<file path="src/design/sdo_pkg.sv">
// Shared types, constants and helpers of the SDO expedited server.
`default_nettype none
package sdo_pkg;

  localparam logic [10:0] REQ_BASE = 11'h600;
  localparam logic [10:0] RSP_BASE = 11'h580;

  localparam logic [2:0] CS_WRITE = 3'd1;
  localparam logic [2:0] CS_READ  = 3'd2;

  localparam logic [7:0] ACK_CMD   = 8'h60;
  localparam logic [7:0] ABORT_CMD = 8'h80;
  localparam logic [7:0] READ_CMD  = 8'h43;

  localparam logic [31:0] ABT_NO_OBJECT   = 32'h0602_0000;
  localparam logic [31:0] ABT_READ_ONLY   = 32'h0601_0002;
  localparam logic [31:0] ABT_WRITE_ONLY  = 32'h0601_0001;
  localparam logic [31:0] ABT_LEN_MISMATCH = 32'h0607_0010;
  localparam logic [31:0] ABT_UNSUPPORTED = 32'h0601_0000;

  localparam logic [2:0] MAX_LEN = 3'd4;

  typedef struct packed {
    logic [15:0] index;
    logic [7:0]  subindex;
    logic [1:0]  access;
    logic [2:0]  length;
    logic [31:0] value;
  } entry_t;

  typedef struct packed {
    logic [31:0] tx_data_low;
    logic [31:0] tx_data_high;
    logic        is_abort;
    logic        changed;
    logic [3:0]  changed_slot;
  } rsp_t;

  // Mask of the low len bytes; four or more selects the whole word.
  function automatic logic [31:0] byte_mask(input logic [2:0] len);
    logic [31:0] m;
    case (len)
      3'd0:    m = 32'h0000_0000;
      3'd1:    m = 32'h0000_00FF;
      3'd2:    m = 32'h0000_FFFF;
      3'd3:    m = 32'h00FF_FFFF;
      default: m = 32'hFFFF_FFFF;
    endcase
    return m;
  endfunction

endpackage
`default_nettype wire

</file>
<file path="src/design/sdo_ram.sv">
// Generic single-port-write, registered-read RAM.
`default_nettype none
module sdo_ram #(
  parameter int WIDTH = 8,
  parameter int DEPTH = 16
) (
  input  wire logic                                     clk,
  input  wire logic                                     we,
  input  wire logic [(DEPTH > 1 ? $clog2(DEPTH) : 1)-1:0] waddr,
  input  wire logic [WIDTH-1:0]                         wdata,
  input  wire logic [(DEPTH > 1 ? $clog2(DEPTH) : 1)-1:0] raddr,
  output logic      [WIDTH-1:0]                         rdata
);

  logic [WIDTH-1:0] mem [DEPTH];

  always_ff @(posedge clk) begin
    if (we) begin
      mem[waddr] <= wdata;
    end
    rdata <= mem[raddr];
  end

endmodule
`default_nettype wire

</file>
<file path="src/design/sdo_ctrl.sv">
// Request sequencer: decode, slot search over the dictionary RAM, checks and update.
`default_nettype none
module sdo_ctrl
  import sdo_pkg::*;
#(
  parameter int NUM_SLOTS = 16,
  localparam int AW = (NUM_SLOTS > 1) ? $clog2(NUM_SLOTS) : 1
) (
  input  wire logic          clk,
  input  wire logic          rst_n,
  input  wire logic [6:0]    node_id,
  input  wire logic          in_valid,
  output logic               in_stall,
  input  wire logic          in_command,
  input  wire logic [10:0]   in_can_id,
  input  wire logic [31:0]   in_data_low,
  input  wire logic [31:0]   in_data_high,
  input  wire logic [3:0]    in_slot,
  input  wire logic [15:0]   in_entry_index,
  input  wire logic [7:0]    in_entry_subindex,
  input  wire logic [1:0]    in_entry_access,
  input  wire logic [2:0]    in_entry_length,
  input  wire logic [31:0]   in_entry_value,
  output logic               rsp_valid,
  output rsp_t               rsp,
  input  wire logic          rsp_take,
  output logic               ram_we,
  output logic [AW-1:0]      ram_waddr,
  output entry_t             ram_wdata,
  output logic [AW-1:0]      ram_raddr,
  input  wire entry_t        ram_rdata
);

  localparam logic [1:0] ST_IDLE   = 2'd0;
  localparam logic [1:0] ST_SEARCH = 2'd1;
  localparam logic [1:0] ST_CHECK  = 2'd2;
  localparam logic [1:0] ST_EMIT   = 2'd3;

  localparam logic [AW-1:0] LAST = AW'(NUM_SLOTS - 1);

  logic [1:0]           state_r, state_nxt;
  logic [AW-1:0]        scan_r, scan_nxt;
  logic                 pend_r, pend_nxt;
  logic [AW-1:0]        pend_addr_r, pend_addr_nxt;
  logic [31:0]          lo_r, lo_nxt;
  logic [31:0]          hi_r, hi_nxt;
  logic                 is_wr_r, is_wr_nxt;
  logic                 hit_r, hit_nxt;
  logic [AW-1:0]        hit_slot_r, hit_slot_nxt;
  entry_t               hit_ent_r, hit_ent_nxt;
  rsp_t                 rsp_r, rsp_nxt;
  logic [NUM_SLOTS-1:0] valid_r, valid_nxt;

  logic        in_acc;
  logic        id_match;
  logic [2:0]  cs;
  logic [2:0]  ld_len;
  logic        pend_match;
  logic [2:0]  wr_size;
  logic [31:0] wr_mask;
  logic [2:0]  rd_fill;

  assign in_stall   = (state_r != ST_IDLE);
  assign in_acc     = in_valid && !in_stall;
  assign id_match   = (in_can_id == (REQ_BASE + {4'b0, node_id}));
  assign cs         = in_data_low[7:5];
  assign ld_len     = (in_entry_length > MAX_LEN) ? MAX_LEN : in_entry_length;
  assign pend_match = pend_r && valid_r[pend_addr_r] &&
                      (ram_rdata.index == lo_r[23:8]) &&
                      (ram_rdata.subindex == lo_r[31:24]);
  assign wr_size    = MAX_LEN - {1'b0, lo_r[3:2]};
  assign wr_mask    = byte_mask(wr_size);
  assign rd_fill    = MAX_LEN - hit_ent_r.length;

  assign ram_raddr = scan_r;
  assign rsp_valid = (state_r == ST_EMIT);
  assign rsp       = rsp_r;

  always_comb begin
    state_nxt     = state_r;
    scan_nxt      = scan_r;
    pend_nxt      = 1'b0;
    pend_addr_nxt = scan_r;
    lo_nxt        = lo_r;
    hi_nxt        = hi_r;
    is_wr_nxt     = is_wr_r;
    hit_nxt       = hit_r;
    hit_slot_nxt  = hit_slot_r;
    hit_ent_nxt   = hit_ent_r;
    rsp_nxt       = rsp_r;
    valid_nxt     = valid_r;
    ram_we        = 1'b0;
    ram_waddr     = AW'(in_slot);
    ram_wdata.index    = in_entry_index;
    ram_wdata.subindex = in_entry_subindex;
    ram_wdata.access   = in_entry_access;
    ram_wdata.length   = ld_len;
    ram_wdata.value    = in_entry_value & byte_mask(ld_len);

    unique case (state_r)
      ST_IDLE: begin
        if (in_acc) begin
          lo_nxt    = in_data_low;
          hi_nxt    = in_data_high;
          is_wr_nxt = (cs == CS_WRITE);
          scan_nxt  = '0;
          if (in_command) begin
            // load: define the slot, no response
            if (int'(in_slot) < NUM_SLOTS) begin
              ram_we = 1'b1;
              valid_nxt[AW'(in_slot)] = (ld_len != 3'd0);
            end
          end else if (id_match) begin
            if (cs == CS_WRITE || cs == CS_READ) begin
              state_nxt = ST_SEARCH;
            end else begin
              rsp_nxt.tx_data_low  = {in_data_low[31:8], ABORT_CMD};
              rsp_nxt.tx_data_high = ABT_UNSUPPORTED;
              rsp_nxt.is_abort     = 1'b1;
              rsp_nxt.changed      = 1'b0;
              rsp_nxt.changed_slot = 4'd0;
              state_nxt            = ST_EMIT;
            end
          end
        end
      end

      ST_SEARCH: begin
        // one read issued and one compared per cycle; lowest slot wins
        pend_nxt      = 1'b1;
        pend_addr_nxt = scan_r;
        if (scan_r != LAST) begin
          scan_nxt = scan_r + AW'(1);
        end
        if (pend_match) begin
          hit_nxt      = 1'b1;
          hit_slot_nxt = pend_addr_r;
          hit_ent_nxt  = ram_rdata;
          pend_nxt     = 1'b0;
          state_nxt    = ST_CHECK;
        end else if (pend_r && pend_addr_r == LAST) begin
          hit_nxt   = 1'b0;
          pend_nxt  = 1'b0;
          state_nxt = ST_CHECK;
        end
      end

      ST_CHECK: begin
        rsp_nxt.tx_data_low  = {lo_r[31:8], ABORT_CMD};
        rsp_nxt.is_abort     = 1'b1;
        rsp_nxt.changed      = 1'b0;
        rsp_nxt.changed_slot = 4'd0;
        ram_waddr            = hit_slot_r;
        ram_wdata            = hit_ent_r;
        ram_wdata.value      = (hit_ent_r.value & ~wr_mask) | (hi_r & wr_mask);
        if (!hit_r) begin
          rsp_nxt.tx_data_high = ABT_NO_OBJECT;
        end else if (is_wr_r) begin
          if (!hit_ent_r.access[1]) begin
            rsp_nxt.tx_data_high = ABT_READ_ONLY;
          end else if (wr_size > hit_ent_r.length) begin
            rsp_nxt.tx_data_high = ABT_LEN_MISMATCH;
          end else begin
            ram_we                 = 1'b1;
            rsp_nxt.tx_data_low    = {lo_r[31:8], ACK_CMD};
            rsp_nxt.tx_data_high   = 32'd0;
            rsp_nxt.is_abort       = 1'b0;
            rsp_nxt.changed        = 1'b1;
            rsp_nxt.changed_slot   = 4'(hit_slot_r);
          end
        end else begin
          if (!hit_ent_r.access[0]) begin
            rsp_nxt.tx_data_high = ABT_WRITE_ONLY;
          end else begin
            rsp_nxt.tx_data_low  = {lo_r[31:8], READ_CMD | {4'b0, rd_fill[1:0], 2'b0}};
            rsp_nxt.tx_data_high = hit_ent_r.value & byte_mask(hit_ent_r.length);
            rsp_nxt.is_abort     = 1'b0;
          end
        end
        state_nxt = ST_EMIT;
      end

      ST_EMIT: begin
        if (rsp_take) begin
          state_nxt = ST_IDLE;
        end
      end

      default: state_nxt = ST_IDLE;
    endcase
  end

  always_ff @(posedge clk) begin
    if (!rst_n) begin
      state_r <= ST_IDLE;
      pend_r  <= 1'b0;
      valid_r <= '0;
    end else begin
      state_r <= state_nxt;
      pend_r  <= pend_nxt;
      valid_r <= valid_nxt;
    end
    scan_r      <= scan_nxt;
    pend_addr_r <= pend_addr_nxt;
    lo_r        <= lo_nxt;
    hi_r        <= hi_nxt;
    is_wr_r     <= is_wr_nxt;
    hit_r       <= hit_nxt;
    hit_slot_r  <= hit_slot_nxt;
    hit_ent_r   <= hit_ent_nxt;
    rsp_r       <= rsp_nxt;
  end

endmodule
`default_nettype wire

</file>
<file path="src/design/sdo_expedited_server.sv">
// Top level: node id register, output register, sequencer and dictionary RAM.
// A served request scans the dictionary RAM from slot 0 until the object is
// found or the last slot has been compared, then loads the output register
// (the slot scan reads one RAM entry per cycle). A load writes its slot in
// the cycle it is accepted. One request at a time; input stalls until done.
// Reset sets node id to 1, clears all slot valid bits, sequencer state and out_valid.
`default_nettype none
module sdo_expedited_server
  import sdo_pkg::*;
#(
  parameter int NUM_SLOTS = 16
) (
  input  wire logic        clk,
  input  wire logic        rst_n,
  input  wire logic        cfg_wr_en,
  input  wire logic [6:0]  cfg_wr_data,
  input  wire logic        in_valid,
  output logic             in_stall,
  input  wire logic        in_command,
  input  wire logic [10:0] in_can_id,
  input  wire logic [31:0] in_data_low,
  input  wire logic [31:0] in_data_high,
  input  wire logic [3:0]  in_slot,
  input  wire logic [15:0] in_entry_index,
  input  wire logic [7:0]  in_entry_subindex,
  input  wire logic [1:0]  in_entry_access,
  input  wire logic [2:0]  in_entry_length,
  input  wire logic [31:0] in_entry_value,
  output logic             out_valid,
  input  wire logic        out_stall,
  output logic [10:0]      out_tx_can_id,
  output logic [31:0]      out_tx_data_low,
  output logic [31:0]      out_tx_data_high,
  output logic             out_is_abort,
  output logic             out_changed,
  output logic [3:0]       out_changed_slot
);

  localparam int AW = (NUM_SLOTS > 1) ? $clog2(NUM_SLOTS) : 1;

  logic [6:0]  node_id_r, node_id_nxt;
  logic        out_valid_r, out_valid_nxt;
  logic [10:0] out_can_id_r, out_can_id_nxt;
  rsp_t        out_rsp_r, out_rsp_nxt;

  logic          rsp_valid;
  rsp_t          rsp;
  logic          rsp_take;
  logic          ram_we;
  logic [AW-1:0] ram_waddr;
  entry_t        ram_wdata;
  logic [AW-1:0] ram_raddr;
  entry_t        ram_rdata;

  assign rsp_take = rsp_valid && (!out_valid_r || !out_stall);

  sdo_ctrl #(
    .NUM_SLOTS (NUM_SLOTS)
  ) u_ctrl (
    .clk               (clk),
    .rst_n             (rst_n),
    .node_id           (node_id_r),
    .in_valid          (in_valid),
    .in_stall          (in_stall),
    .in_command        (in_command),
    .in_can_id         (in_can_id),
    .in_data_low       (in_data_low),
    .in_data_high      (in_data_high),
    .in_slot           (in_slot),
    .in_entry_index    (in_entry_index),
    .in_entry_subindex (in_entry_subindex),
    .in_entry_access   (in_entry_access),
    .in_entry_length   (in_entry_length),
    .in_entry_value    (in_entry_value),
    .rsp_valid         (rsp_valid),
    .rsp               (rsp),
    .rsp_take          (rsp_take),
    .ram_we            (ram_we),
    .ram_waddr         (ram_waddr),
    .ram_wdata         (ram_wdata),
    .ram_raddr         (ram_raddr),
    .ram_rdata         (ram_rdata)
  );

  sdo_ram #(
    .WIDTH ($bits(entry_t)),
    .DEPTH (NUM_SLOTS)
  ) u_dict_ram (
    .clk   (clk),
    .we    (ram_we),
    .waddr (ram_waddr),
    .wdata (ram_wdata),
    .raddr (ram_raddr),
    .rdata (ram_rdata)
  );

  always_comb begin
    node_id_nxt    = cfg_wr_en ? cfg_wr_data : node_id_r;
    out_valid_nxt  = out_valid_r && out_stall;
    out_can_id_nxt = out_can_id_r;
    out_rsp_nxt    = out_rsp_r;
    if (rsp_take) begin
      out_valid_nxt  = 1'b1;
      out_can_id_nxt = RSP_BASE + {4'b0, node_id_r};
      out_rsp_nxt    = rsp;
    end
  end

  always_ff @(posedge clk) begin
    if (!rst_n) begin
      node_id_r   <= 7'd1;
      out_valid_r <= 1'b0;
    end else begin
      node_id_r   <= node_id_nxt;
      out_valid_r <= out_valid_nxt;
    end
    out_can_id_r <= out_can_id_nxt;
    out_rsp_r    <= out_rsp_nxt;
  end

  assign out_valid        = out_valid_r;
  assign out_tx_can_id    = out_can_id_r;
  assign out_tx_data_low  = out_rsp_r.tx_data_low;
  assign out_tx_data_high = out_rsp_r.tx_data_high;
  assign out_is_abort     = out_rsp_r.is_abort;
  assign out_changed      = out_rsp_r.changed;
  assign out_changed_slot = out_rsp_r.changed_slot;

  a_no_out_after_reset: assert property (@(posedge clk) !rst_n |=> !out_valid)
    else $error("response valid right after reset");

  a_abort_cmd: assert property (@(posedge clk) disable iff (!rst_n)
    out_valid && out_is_abort |-> out_tx_data_low[7:0] == ABORT_CMD &&
      !out_changed)
    else $error("abort frame with wrong command or changed flag");

  a_rsp_id: assert property (@(posedge clk) disable iff (!rst_n)
    out_valid && !cfg_wr_en |-> out_tx_can_id == RSP_BASE + {4'b0, node_id_r})
    else $error("response identifier does not follow node id");

  a_busy_on_rsp: assert property (@(posedge clk) disable iff (!rst_n)
    rsp_valid |-> in_stall)
    else $error("sequencer accepts while a response is pending");

endmodule
`default_nettype wire
</file>
<file path="config.mk">
export PLATFORM = sky130hd
export DESIGN_NAME = sdo_expedited_server
export DESIGN_NICKNAME = d
export VERILOG_FILES = /design/src/design/sdo_pkg.sv /design/src/design/sdo_ram.sv /design/src/design/sdo_ctrl.sv /design/src/design/sdo_expedited_server.sv
export SDC_FILE = /design/constraint.sdc
export NUM_CORES = 1
export LEC_CHECK = 0
export ABC_CLOCK_PERIOD_IN_PS = 18500
export BUFFER_PORTS_ARGS = -buffer_cell sky130_fd_sc_hd__clkbuf_2
export CAP_MARGIN = 30
export CORE_MARGIN = 4
export CORE_UTILIZATION = 50
export CTS_CLUSTER_SIZE = 28
export DETAILED_ROUTE_END_ITERATION = 8
export PLACE_DENSITY = 0.67
export SYNTH_ARGS = -nofsm -noshare
export SYNTH_HDL_FRONTEND = slang
export SYNTH_SLANG_ARGS = --single-unit
</file>
<file path="constraint.sdc">
create_clock -name clk -period 18.5 [get_ports clk]
set_input_delay 0.925 -clock clk [delete_from_list [all_inputs] [get_ports clk]]
set_output_delay 0.925 -clock clk [all_outputs]
set_load 0.005 [all_outputs]
</file>
# Word-level counts from Yosys, hierarchy flattened
# Memory sizes are Yosys's and may differ from the RTL's. A register that Yosys moved wholly into a read port is not among the register bits.
# Cells that the tools add are included.
# W data, S select, Z words.
totals:
  register_bits: 317
  mem_bits_rw: 976
  word_cells: 160
  n_memories: 1
mem_list:
  columns: ["memory", "words", "word_bits", "rd", "rd_ports_with_merged_regs", "write_ports", "line", "source"]
  rows:
  - ["u_dict_ram.mem", 16, 61, 1, 1, 1, "sdo_ram.sv:15", "logic [WIDTH-1:0] mem [DEPTH];"]
op_classes:
  n_addsub: 5
  order_cmp: 5
  eq_ne: 26
  muxes: 57
  bitwise_logic: 8
  n_reduce_logical: 30
ops:
  columns: ["cell", "n"]
  rows:
  - ["$pmux W32 S4", 3]
  - ["$mux W70", 4]
  - ["$mux W32", 7]
  - ["$pmux W70 S2", 1]
  - ["$and A32 B32 Y32", 4]
  - ["$mux W61", 1]
  - ["$mux W41", 1]
  - ["$mux W8", 4]
  - ["$not A32 Y32", 1]
  - ["$or A32 B32 Y32", 1]
  - ["$mux W27", 1]
  - ["$eq A3 B2 Y1 const B", 7]
  - ["$mux W6", 3]
  - ["$bwmux W16", 1]
  - ["$eq A16 B16 Y1", 1]
  - ["$mux W1", 14]
  - ["$mux W2", 7]
  - ["$eq A3 B1 Y1 const B", 4]
  - ["$mux W4", 3]
  - ["$add A10 B8 Y11 const A", 1]
  - ["$add A11 B7 Y11 const A", 1]
  - ["$eq A11 B11 Y1", 1]
  - ["$lt A4 B5 Y1 const B", 2]
  - ["$reduce_and A5 Y1", 2]
  - ["32 further kinds", 56]

# Logic depth before layout (Yosys ltp)
# Gate-level depths: netlist of the first run.
logic_depth:
  word_depth: 11
  mapped_depth: 10

# By module
# A second synthesis of the first run with hierarchy kept.
hier_totals:
  cells_unflattened: 2327
  area_unflattened_um2: 49816.5
by_module_without_submodules:
  columns: ["module", "instances", "cells_each", "area_per_inst_um2", "seq_area_each_um2"]
  rows:
  - ["sdo_ram", 1, 1572, 37765.0, 30529.3]
  - ["sdo_ctrl", 1, 646, 9400.3, 6346.1]
  - ["sdo_expedited_server", 1, 109, 2651.3, 2472.4]

# Least setup slack after synthesis of the first run
# No wires, ideal clock.
synth_path:
  path_kind: "input-to-reg"
  from: "input out_stall"
  to: "register out_rsp_r, in the netlist out_changed (enable)"
  setup_ns: 0.620
  arrival_ns: 6.281
  required_ns: 17.880
  path_slack_ns: 11.600
  stages: 1
  path_buffers: 0
  path_cell_list: "a21boi_0"
synth_between:
  elab_chain_len: 3
synth_rtl:
  columns: ["item", "line", "source"]
  rows:
  - ["start, declared", "sdo_expedited_server.sv:30", "input wire logic out_stall,"]
  - ["$logic_not A1 Y1", "sdo_expedited_server.sv:55", "assign rsp_take = rsp_valid && (!out_valid_r || !out_stall);"]
  - ["$logic_or A1 B1 Y1", "sdo_expedited_server.sv:55", null]
  - ["$logic_and A1 B1 Y1", "sdo_expedited_server.sv:55", null]
  - ["end signal, assigned", "sdo_expedited_server.sv:118", "out_rsp_r <= out_rsp_nxt;"]
  - ["end, declared", "sdo_expedited_server.sv:44", "rsp_t out_rsp_r, out_rsp_nxt;"]
# No other way between the ends.
# A chain may end at the register's enable or synchronous reset.

# Worst setup path after layout of the first run
layout_path:
  from: "register u_ctrl.lo_r[2]"
  to: "memory u_dict_ram.mem[6][10] in the netlist's numbering (enable)"
layout_between:
  elab_chain_len: 9
layout_rtl:
  columns: ["item", "line", "source"]
  rows:
  - ["start, declared", "sdo_ctrl.sv:45", "logic [31:0] lo_r, lo_nxt;"]
  - ["start signal, assigned", "sdo_ctrl.sv:205", "lo_r <= lo_nxt;"]
  - ["$sub A3 B2 Y3", "sdo_ctrl.sv:71", "assign wr_size = MAX_LEN - {1'b0, lo_r[3:2]};"]
  - ["$gt A3 B3 Y1", "sdo_ctrl.sv:161", "end else if (wr_size > hit_ent_r.length) begin"]
  - ["$mux W1", "sdo_ctrl.sv:161", null]
  - ["$mux W1", "sdo_ctrl.sv:159", "if (!hit_ent_r.access[1]) begin"]
  - ["$mux W1", "sdo_ctrl.sv:158", "end else if (is_wr_r) begin"]
  - ["$mux W1", "sdo_ctrl.sv:156", "if (!hit_r) begin"]
  - ["$pmux W1 S2", "sdo_ctrl.sv:100", "unique case (state_r)"]
  - ["$mux W1", "sdo_ram.sv:18", "if (we) begin"]
  - ["$mux W1 (implied by the code)", "sdo_ram.sv:19", "mem[waddr] <= wdata;"]
  - ["end, declared", "sdo_ram.sv:15", null]
# No other way between the ends.

==> results.toml, run 1 <==
[outcome]
status = "complete, no violations"

[clock_tree]
path_clk_slew_ns = 0.06
cts.path.max_buffers = 3
htreeDepth = 4
cts_tree = "yes"
cts_sinks = 1338
ctsHoldBuffers = 0
root_buffer = "clkbuf_16"
cts_setup_buffers = 0
numCtsBuffers = 137
clk_latency_ns = 0.74
cts_resized = 0

[layout]
fin_cells = 3955
stdcell_area_mm2 = 0.0574
fillers = 7005
drive_gt1_share_pct = 33.9
nets = 2719
syn_to_final_growth_pct = 15.4

[place]
place_area_mm2 = 0.0530
dpl.cell_count = 3696
dp_hpwl_um = 63000
gp_congestion = 0.788
port_buffers = 227

[pwr]
finalPower_uw = 7940
pwr-share-seq_pct = 47.3
ir_worst_vdd_uv = 115
p_per_area_mw_per_mm2 = 138
p_comb_share_pct = 19.4
clkPwrFrac_pct = 33.2
netSwitchingFraction_pct = 25.3
cellInternalPower_uw = 5930
power_leakage_uw = 0.0188
p_sw_uw = 2010

[routing]
wire_per_inst_um = 29.5
via_per_inst = 6.03
wl_um = 117000
ant_nets = 0
via_count = 23900
drt_iter0_drc = 2900
drc = 0
firstDrtPassIters = 6

[sta]
clock.fmax_mhz = 217
post-route-period-util_pct = 24.9
hold_viol_final = 0
rsz0062_at_grt = "false"
setup_tns_ns = 0
slew_headroom_pct = 13.7
fin_skew_ns = 0.0305
tightest_slew_ns = 1.29
slew_violations = 0
fin_crit_ns = 4.61
holdWs_ns = 0.369
setup_viol = 0

[global_route]
grt_max_degree = 155
track_usage_pct = 22.5
antenna_found_initial = 6
overflow = 0
first_global_vias = 24300
grt_pass1_wl_um = 168000

[critical_path]
critPathKind = "reg2reg"
cp_common_cell = "buf_4"
critical_path.cell_chain = "inv_1 -> ha_1 -> ha_1 -> nor2b_1 -> o21ai_0 -> a32oi_1 -> nor3_2 -> buf_4 -> o211ai_1 -> nor2_4 -> buf_4 -> buf_4"
crit_path_top_delay_cell = "buf_4"
endpoint_kind = "register"
critical-path-max-stage-delay_ns = 0.74
cp.required_ns = 18.84
arrival_ns = 4.95
cp-start-kind = "register"
cp_max_fo = 35

[synthesis]
yosysSeqAreaShare_pct = 78.9
synth_area_mm2 = 0.0498
yosysTopAreaCell = "edfxtp_1"
netlist_top_cells_area = "edfxtp_1 75%, mux4_2 14%, dfxtp_1 3.7%"
synth_edf_count = 1246
ys.flop_type = "edfxtp_1"
syn_avg_cell_area_um2 = 22.7
synth-seq-cells = 1338
syn_inst = 2193
synth-async-reset-ratio_pct = 0
ys_warn_count = 0
synth_cell_types = 47
synth_top_area_share_pct = 75.2

[floorplan]
boundaryPins = 236
fp-row-count = 115
dieHeight_um = 324
dieArea_mm2 = 0.105
start_util_pct = 50.5
die_w_um = 324
core_area_mm2 = 0.0986

[worst_hold_path]
hp-class = "in2reg"

[job]
maxCapViolCount = 0
-- cell type report --
cell class	instances	area, um2	area share, %
Antenna cell	5	12.5	0.0218
Clock buffer	167	3570	6.22
Clock inverter	83	739	1.29
Inverter	12	45.0	0.0784
Multi-Input combinational cell	736	10200	17.7
Sequential cell	1338	39300	68.4
Tap cell	1287	1610	2.80
Timing Repair Buffer	327	2010	3.50
-- power groups by stage --
stage	Clock, uW	Combinational (uW)	Sequential [uW]
3_5_place_dp	0	1550	3820
4_1_cts	2690	1550	3760
2_1_floorplan	0	1130	3780
5_1_grt	2830	1650	3770
6_report	2640	1540	3760
3_3_place_gp	0	1490	3820
-- cell families (layout without fill, tap and decap cells) --
family,count (synthesis),count (layout),share of synthesized area [%]
adders and majority gates,14,14,0.352
muxes,405,405,16.1
AOI/OAI and AO/OA,82,82,1.04
xor gates and xnor gates,34,34,0.598
and+or+nand+nor,196,196,2.01
DFF,1338,1338,78.9
other,2,10,0.0151
buffers and inverters,122,589,1.05
-- sequential cells by signal, summed over array words and instances (netlist names) --
signal / flops
u_ctrl.hi_r: 32
u_ctrl.ram_raddr: 4
u_ctrl.hit_r: 1
u_ctrl.valid_r: 16
out_tx_data_high: 32
node_id_r: 7
out_valid: 1
out_changed_slot: 4
u_ctrl.hit_ent_r: 61
out_tx_data_low: 30
u_dict_ram.rdata: 61
u_ctrl.rsp: 67
out_tx_can_id: 7
u_ctrl.state_r: 2
out_changed: 1
u_ctrl.is_wr_r: 1
u_ctrl.hit_slot_r: 4
u_dict_ram.mem: 976
u_ctrl.pend_addr_r: 4
u_ctrl.pend_r: 1
u_ctrl.lo_r: 26
-- synth_stat cells, types with 4 or more instances --
master,n
edfxtp_1,1246
mux4_2,305
dfxtp_1,92
nand2_1,66
clkbuf_1,54
mux2_2,52
mux2i_1,43
o21ai_0,38
xor2_1,31
buf_2,29
nor2_1,27
and2_1,22
nor2b_1,22
buf_1,20
ha_1,14
and3_1,13
inv_1,12
nand3_1,11
a21oi_1,9
nor4_1,9
nor3_1,8
buf_4,7
o211ai_1,6
o21bai_1,6
o311a_1,6
a21boi_0,5
mux4_1,4
nand2b_1,4
-- cell usage in the layout (no fill, tap or decap), drive strengths merged, types with 9 or more instances in the layout --
master / count
a21oi: 9
and2: 23
and3: 14
buf: 100
clkbuf: 394
clkinv: 58
dfxtp: 92
edfxtp: 1246
ha: 14
inv: 22
mux2: 53
mux2i: 43
mux4: 309
nand2: 66
nand3: 11
nor2: 27
nor2b: 22
nor4: 10
o21ai: 39
xor2: 31
-- stage by stage --
stage,setup WS (ns),utilization [%]
floorplan,11.60,-
detailed placement,13.92,53.8
global route,13.76,58.3
CTS,13.91,58.2
global placement,13.91,53.6
finish,13.89,58.3
-- worst max-delay path: cells and delay by family (launching register included) --
kind                     cells  cell delay (ns)
AND/OR/NAND/NOR              3             0.86
buffers and inverters        4             1.66
adder cells (fa/ha/maj)      2             0.55
AO/OA/AOI/OAI                3             0.69
flip-flops                   1             0.42
-- final timing paths --
check	startpoint	end	slack, ns	depth (start not counted)
setup / recovery	u_ctrl.lo_r[2]	u_dict_ram.mem[6][10]	13.89	12
hold / removal	in_data_high[16]	u_ctrl.hi_r[16]	0.37	1
setup reg to reg	u_ctrl.lo_r[2]	u_dict_ram.mem[6][10]	13.89	12
hold reg to reg	u_dict_ram.rdata[19]	u_ctrl.hit_ent_r[19]	0.40	0
-- routing by layer --
| metal | track usage [%] | up-vias | part of all wire (%) |
|---|---|---|---|
| met3 | 5.16 | 155 | 9.3 |
| met5 | 0 | - | 0.035 |
| met4 | 5.38 | 6 | 1.7 |
| met1 | 33.1 | 12700 | 42 |
| li1 | - | 9830 | - |
| met2 | 35.1 | 1202 | 47 |
No activity file was read; power rests on OpenSTA's default activity.
==> run 2, diff against run 1 <==
--- a/config.mk
+++ b/config.mk
@@ -5,7 +5,7 @@
 export SDC_FILE = /design/constraint.sdc
 export NUM_CORES = 1
 export LEC_CHECK = 0
-export ABC_CLOCK_PERIOD_IN_PS = 18500
+export ABC_CLOCK_PERIOD_IN_PS = 4700
 export BUFFER_PORTS_ARGS = -buffer_cell sky130_fd_sc_hd__clkbuf_2
 export CAP_MARGIN = 30
 export CORE_MARGIN = 4
==> constraint.sdc (replaced) <==
create_clock -name clk -period 4.7 [get_ports clk]
set_input_delay 0.235 -clock clk [delete_from_list [all_inputs] [get_ports clk]]
set_output_delay 0.235 -clock clk [all_outputs]
set_load 0.005 [all_outputs]
==> results.toml, run 2 (same netlist as run 1, synthesis figures left out) <==
[clock_tree]
root_buffer = "clkbuf_16"
cts.path.max_buffers = 3
clk_latency_ns = 0.74
cts_resized = 0
htreeDepth = 4
cts_tree = "yes"
path_clk_slew_ns = 0.06
numCtsBuffers = 136
cts_sinks = 1338

[sta]
hold_viol_final = 0
clock.fmax_mhz = 267
fin_skew_ns = 0.0328
post-route-period-util_pct = 79.6
rsz0062_at_grt = "false"
slew_violations = 0
tightest_slew_ns = 1.04
setup_tns_ns = 0
setup_viol = 0
slew_headroom_pct = 30.2
fin_crit_ns = 3.74

[pwr]
finalPower_uw = 31600
p_per_area_mw_per_mm2 = 539
ir_worst_vdd_uv = 494
power_leakage_uw = 0.0193

[floorplan]
die_w_um = 324
fp-row-count = 115
boundaryPins = 236
core_area_mm2 = 0.0986
start_util_pct = 50.5
dieArea_mm2 = 0.105
dieHeight_um = 324

[global_route]
track_usage_pct = 22.2
antenna_found_initial = 7
first_global_vias = 24700
grt_max_degree = 128
grt_pass1_wl_um = 166000
overflow = 0

[critical_path]
cp.required_ns = 5.04
crit_buf_inv = 2
cp-start-kind = "register"
critical-path-max-stage-delay_ns = 0.62
critPathKind = "reg2reg"
cp_common_cell = "ha_1"
arrival_ns = 4.08
crit_path_top_delay_cell = "buf_4"
endpoint_kind = "register"
cp_max_fo = 34
crit_start = "u_ctrl.lo_r[2]"
critical_path.cell_chain = "inv_1 -> ha_1 -> ha_1 -> nor2b_1 -> o21ai_0 -> a32oi_1 -> nor3_2 -> o211ai_1 -> nor2_4 -> buf_4"
path_delay_family = "simple AND/OR/NAND/NOR gates"
r2r-start = "u_ctrl.lo_r[2]"

[place]
place_area_mm2 = 0.0532
gp_congestion = 0.799
dp_hpwl_um = 63100
port_buffers = 227
dpl.cell_count = 3693

[routing]
wl_um = 115000
drt_iter0_drc = 2345
wire_per_inst_um = 28.4
ant_nets = 0
firstDrtPassIters = 7
via_per_inst = 5.89
drc = 0
via_count = 23800

[job]
maxCapViolCount = 0

[layout]
stdcell_area_mm2 = 0.0587
fillers = 6803
final_util_pct = 59.5
drive_gt1_share_pct = 32.9
syn_to_final_growth_pct = 17.8
largest_register = "u_dict_ram.mem"
final_cell_mix = "1246 x edfxtp_1, 305 x mux4_2, 228 x clkbuf_2"
final_common_cell = "edfxtp_1"
largest_reg_flops = 976
fin_cells = 4044
nets = 2803

[outcome]
status = "complete, no violations"

[worst_hold_path]
worstHoldStart = "cfg_wr_en"
hp-class = "in2reg"
==> run 2: worst register-to-register path, cell delays in order, from the launching register on <==
cell      delay, ns
edfxtp_1       0.42
inv_1          0.13
ha_1           0.25
ha_1           0.29
nor2b_1        0.14
o21ai_0        0.17
a32oi_1        0.17
nor3_2         0.46
o211ai_1       0.45
nor2_4         0.22
buf_4          0.62
==> run 2: where the power goes <==
group / leakage [uW] / switching [uW] / internal [uW]
Combinational: 0.00508 / 3050 / 3070
Sequential: 0.0121 / 400 / 14400
Clock: 0.00219 / 4460 / 6240
Total: 0.0193 / 7910 / 23700
==> run 2: cell type report <==
class                      count  area, um2  share of cell area, %
sequential                  1338      39300                   66.9
multi-input combinational    736      10200                   17.4
clock buffer                 189       3780                   6.45
timing repair buffer         412       3060                   5.21
tap                         1287       1610                   2.75
clock inverter                63        694                   1.18
inverter                      12       45.0                 0.0768
antenna                        7       17.5                 0.0299
==> run 2: final timing paths <==
path                            end  slack [ns]  depth (start not counted)
min                    node_id_r[6]        0.03                          3
max reg2reg  u_dict_ram.mem[12][16]        0.96                         10
min reg2reg    u_ctrl.hit_ent_r[12]        0.39                          0
max          u_dict_ram.mem[12][16]        0.96                         10
==> run 2: layer usage <==
metal | GRT usage, % | routed length (um) | vias to the layer above
met4 | 6.16 | 2410 | 2
met1 | 31.6 | 47100 | 12600
met2 | 35.3 | 55300 | 1057
li1 | - | - | 10000
met3 | 4.86 | 9810 | 163
met5 | 0 | 11 | -
==> run 2: metrics by stage <==
step	setup WS (ns)	hold slack, ns
final	0.958	0.0308
after global routing	0.679	0.0145
after CTS	0.930	0.00199
after detailed placement	0.974	0.389
after global placement	1.02	0.389
after floorplan	-0.437	0.334
==> run 2: repair_timing <==
action | in CTS | in global routing
hold buffers | 91 | 0
buffers inserted | 0 | 0
hold endpoints to repair | 200 | 0
==> run 3, diff against run 2 <==
--- a/config.mk
+++ b/config.mk
@@ -5,7 +5,7 @@
 export SDC_FILE = /design/constraint.sdc
 export NUM_CORES = 1
 export LEC_CHECK = 0
-export ABC_CLOCK_PERIOD_IN_PS = 4700
+export ABC_CLOCK_PERIOD_IN_PS = 3560
 export BUFFER_PORTS_ARGS = -buffer_cell sky130_fd_sc_hd__clkbuf_2
 export CAP_MARGIN = 30
 export CORE_MARGIN = 4
==> constraint.sdc (replaced) <==
create_clock -name clk -period 3.56 [get_ports clk]
set_input_delay 0.178 -clock clk [delete_from_list [all_inputs] [get_ports clk]]
set_output_delay 0.178 -clock clk [all_outputs]
set_load 0.005 [all_outputs]
==> results.toml, run 3 (same netlist as run 1, synthesis figures left out) <==
[pwr]
p_per_area_mw_per_mm2 = 715
ir_worst_vdd_uv = 583
power_leakage_uw = 0.0196
finalPower_uw = 42400

[sta]
slew_headroom_pct = 32.1
setup_tns_ns = 0
post-route-period-util_pct = 97.7
slew_violations = 0
clock.fmax_mhz = 287
rsz0062_at_grt = "false"
fin_crit_ns = 3.48
hold_viol_final = 0
tightest_slew_ns = 1.01
fin_skew_ns = 0.0253
setup_viol = 0
setup_ws_ns = 0.0803

[critical_path]
crit_buf_inv = 3
critical-path-max-stage-delay_ns = 0.44
r2r_setup_slack_ns = 0.08
arrival_ns = 3.83
critPathKind = "reg2reg"
cp-start-kind = "register"
critical_path.cell_chain = "inv_1 -> ha_1 -> ha_1 -> nor2b_1 -> o21ai_0 -> a32oi_1 -> nor3_2 -> buf_4 -> o211ai_1 -> nor2_4 -> buf_12"
cp_common_cell = "ha_1"
cp_max_fo = 51
cp.required_ns = 3.91
endpoint_kind = "register"
crit_path_top_delay_cell = "edfxtp_1"
path_delay_family = "buffers and inverters"

[layout]
final_cell_mix = "1246 x edfxtp_1, 305 x mux4_2, 227 x clkbuf_2"
stdcell_area_mm2 = 0.0593
largest_reg_flops = 976
final_common_cell = "edfxtp_1"
drive_gt1_share_pct = 33.5
largest_register = "u_dict_ram.mem"
syn_to_final_growth_pct = 19.2
final_util_pct = 60.2
nets = 2848

[place]
port_buffers = 227
gp_congestion = 0.789
place_area_mm2 = 0.0537
dp_hpwl_um = 67700
dp_slack_ns = 0.0797

[routing]
via_per_inst = 5.91
firstDrtPassIters = 5
drt_iter0_drc = 2336
via_count = 24100
wl_um = 117000
drc = 0
ant_nets = 0
wire_per_inst_um = 28.6

[floorplan]
boundaryPins = 236
fp-row-count = 115
start_util_pct = 50.5
dieHeight_um = 324
dieArea_mm2 = 0.105
core_area_mm2 = 0.0986
die_w_um = 324

[clock_tree]
numCtsBuffers = 137
root_buffer = "clkbuf_16"
cts_tree = "yes"
path_clk_slew_ns = 0.06
htreeDepth = 4
cts.path.max_buffers = 3
cts_sinks = 1338
clk_latency_ns = 0.73

[job]
maxCapViolCount = 0

[global_route]
track_usage_pct = 22.6
overflow = 0
grt_max_degree = 122
first_global_vias = 25100
antenna_found_initial = 3
grt_pass1_wl_um = 170000

[outcome]
status = "complete, no violations"

[worst_hold_path]
hp-class = "in2reg"
==> run 3: area by class of cell <==
cell class                 count  area [um2]
fill                        6724       39200
antenna                        2        5.00
clock inverter                79         772
multi-input combinational    736       10200
sequential                  1338       39300
inverter                      12        45.0
clock buffer                 175        3720
timing repair buffer         456        3720
tap                         1287        1610
==> run 3: what timing repair did <==
action / CTS / global route
resized for setup: 0 / 1
endpoints found under the setup margin: 0 / 134
hold buffers: 102 / 0
hold endpoints to repair: 367 / 0
setup buffers: 0 / 4
==> run 3: final timing paths <==
path / cells past startpoint / end / start
worst min register to register: 0 / u_ctrl.hit_ent_r[20] / u_dict_ram.rdata[20]
worst max-delay path: 11 / u_dict_ram.mem[5][55] / u_ctrl.lo_r[2]
worst min-delay path: 4 / u_dict_ram.mem[1][1] / in_entry_value[1]
worst max register to register: 11 / u_dict_ram.mem[5][55] / u_ctrl.lo_r[2]
==> run 3: through the flow <==
stage / std cells / hold slack [ns]
finish: 4085 / 0.0429
global route: 4083 / 0.0367
CTS: 4079 / 0.000189
detailed placement: 3723 / 0.357
global placement: 3719 / 0.355
floorplan: 2196 / 0.277
==> run 3: power breakdown <==
group | internal, uW | total [uW] | switching, uW
Sequential | 19000 | 19600 | 629
Clock | 8270 | 14200 | 5960
Combinational | 4310 | 8570 | 4260
==> run 3: routing by layer <==
| metal | wire length (um) | share of wire [%] | global-route usage [%] | vias to the layer above |
|---|---|---|---|---|
| li1 | - | - | - | 10100 |
| met1 | 48200 | 41 | 32.0 | 12800 |
| met2 | 55300 | 47 | 35.2 | 1047 |
| met3 | 10400 | 8.9 | 5.79 | 202 |
| met4 | 3150 | 2.7 | 6.99 | 2 |
| met5 | 7 | 0.0060 | 0 | - |
==> run 3: worst min-delay path: stages <==
cell      delay (ns)
clkbuf_2        0.08
nand2_1         0.05
o21ai_0         0.07
buf_4           0.20
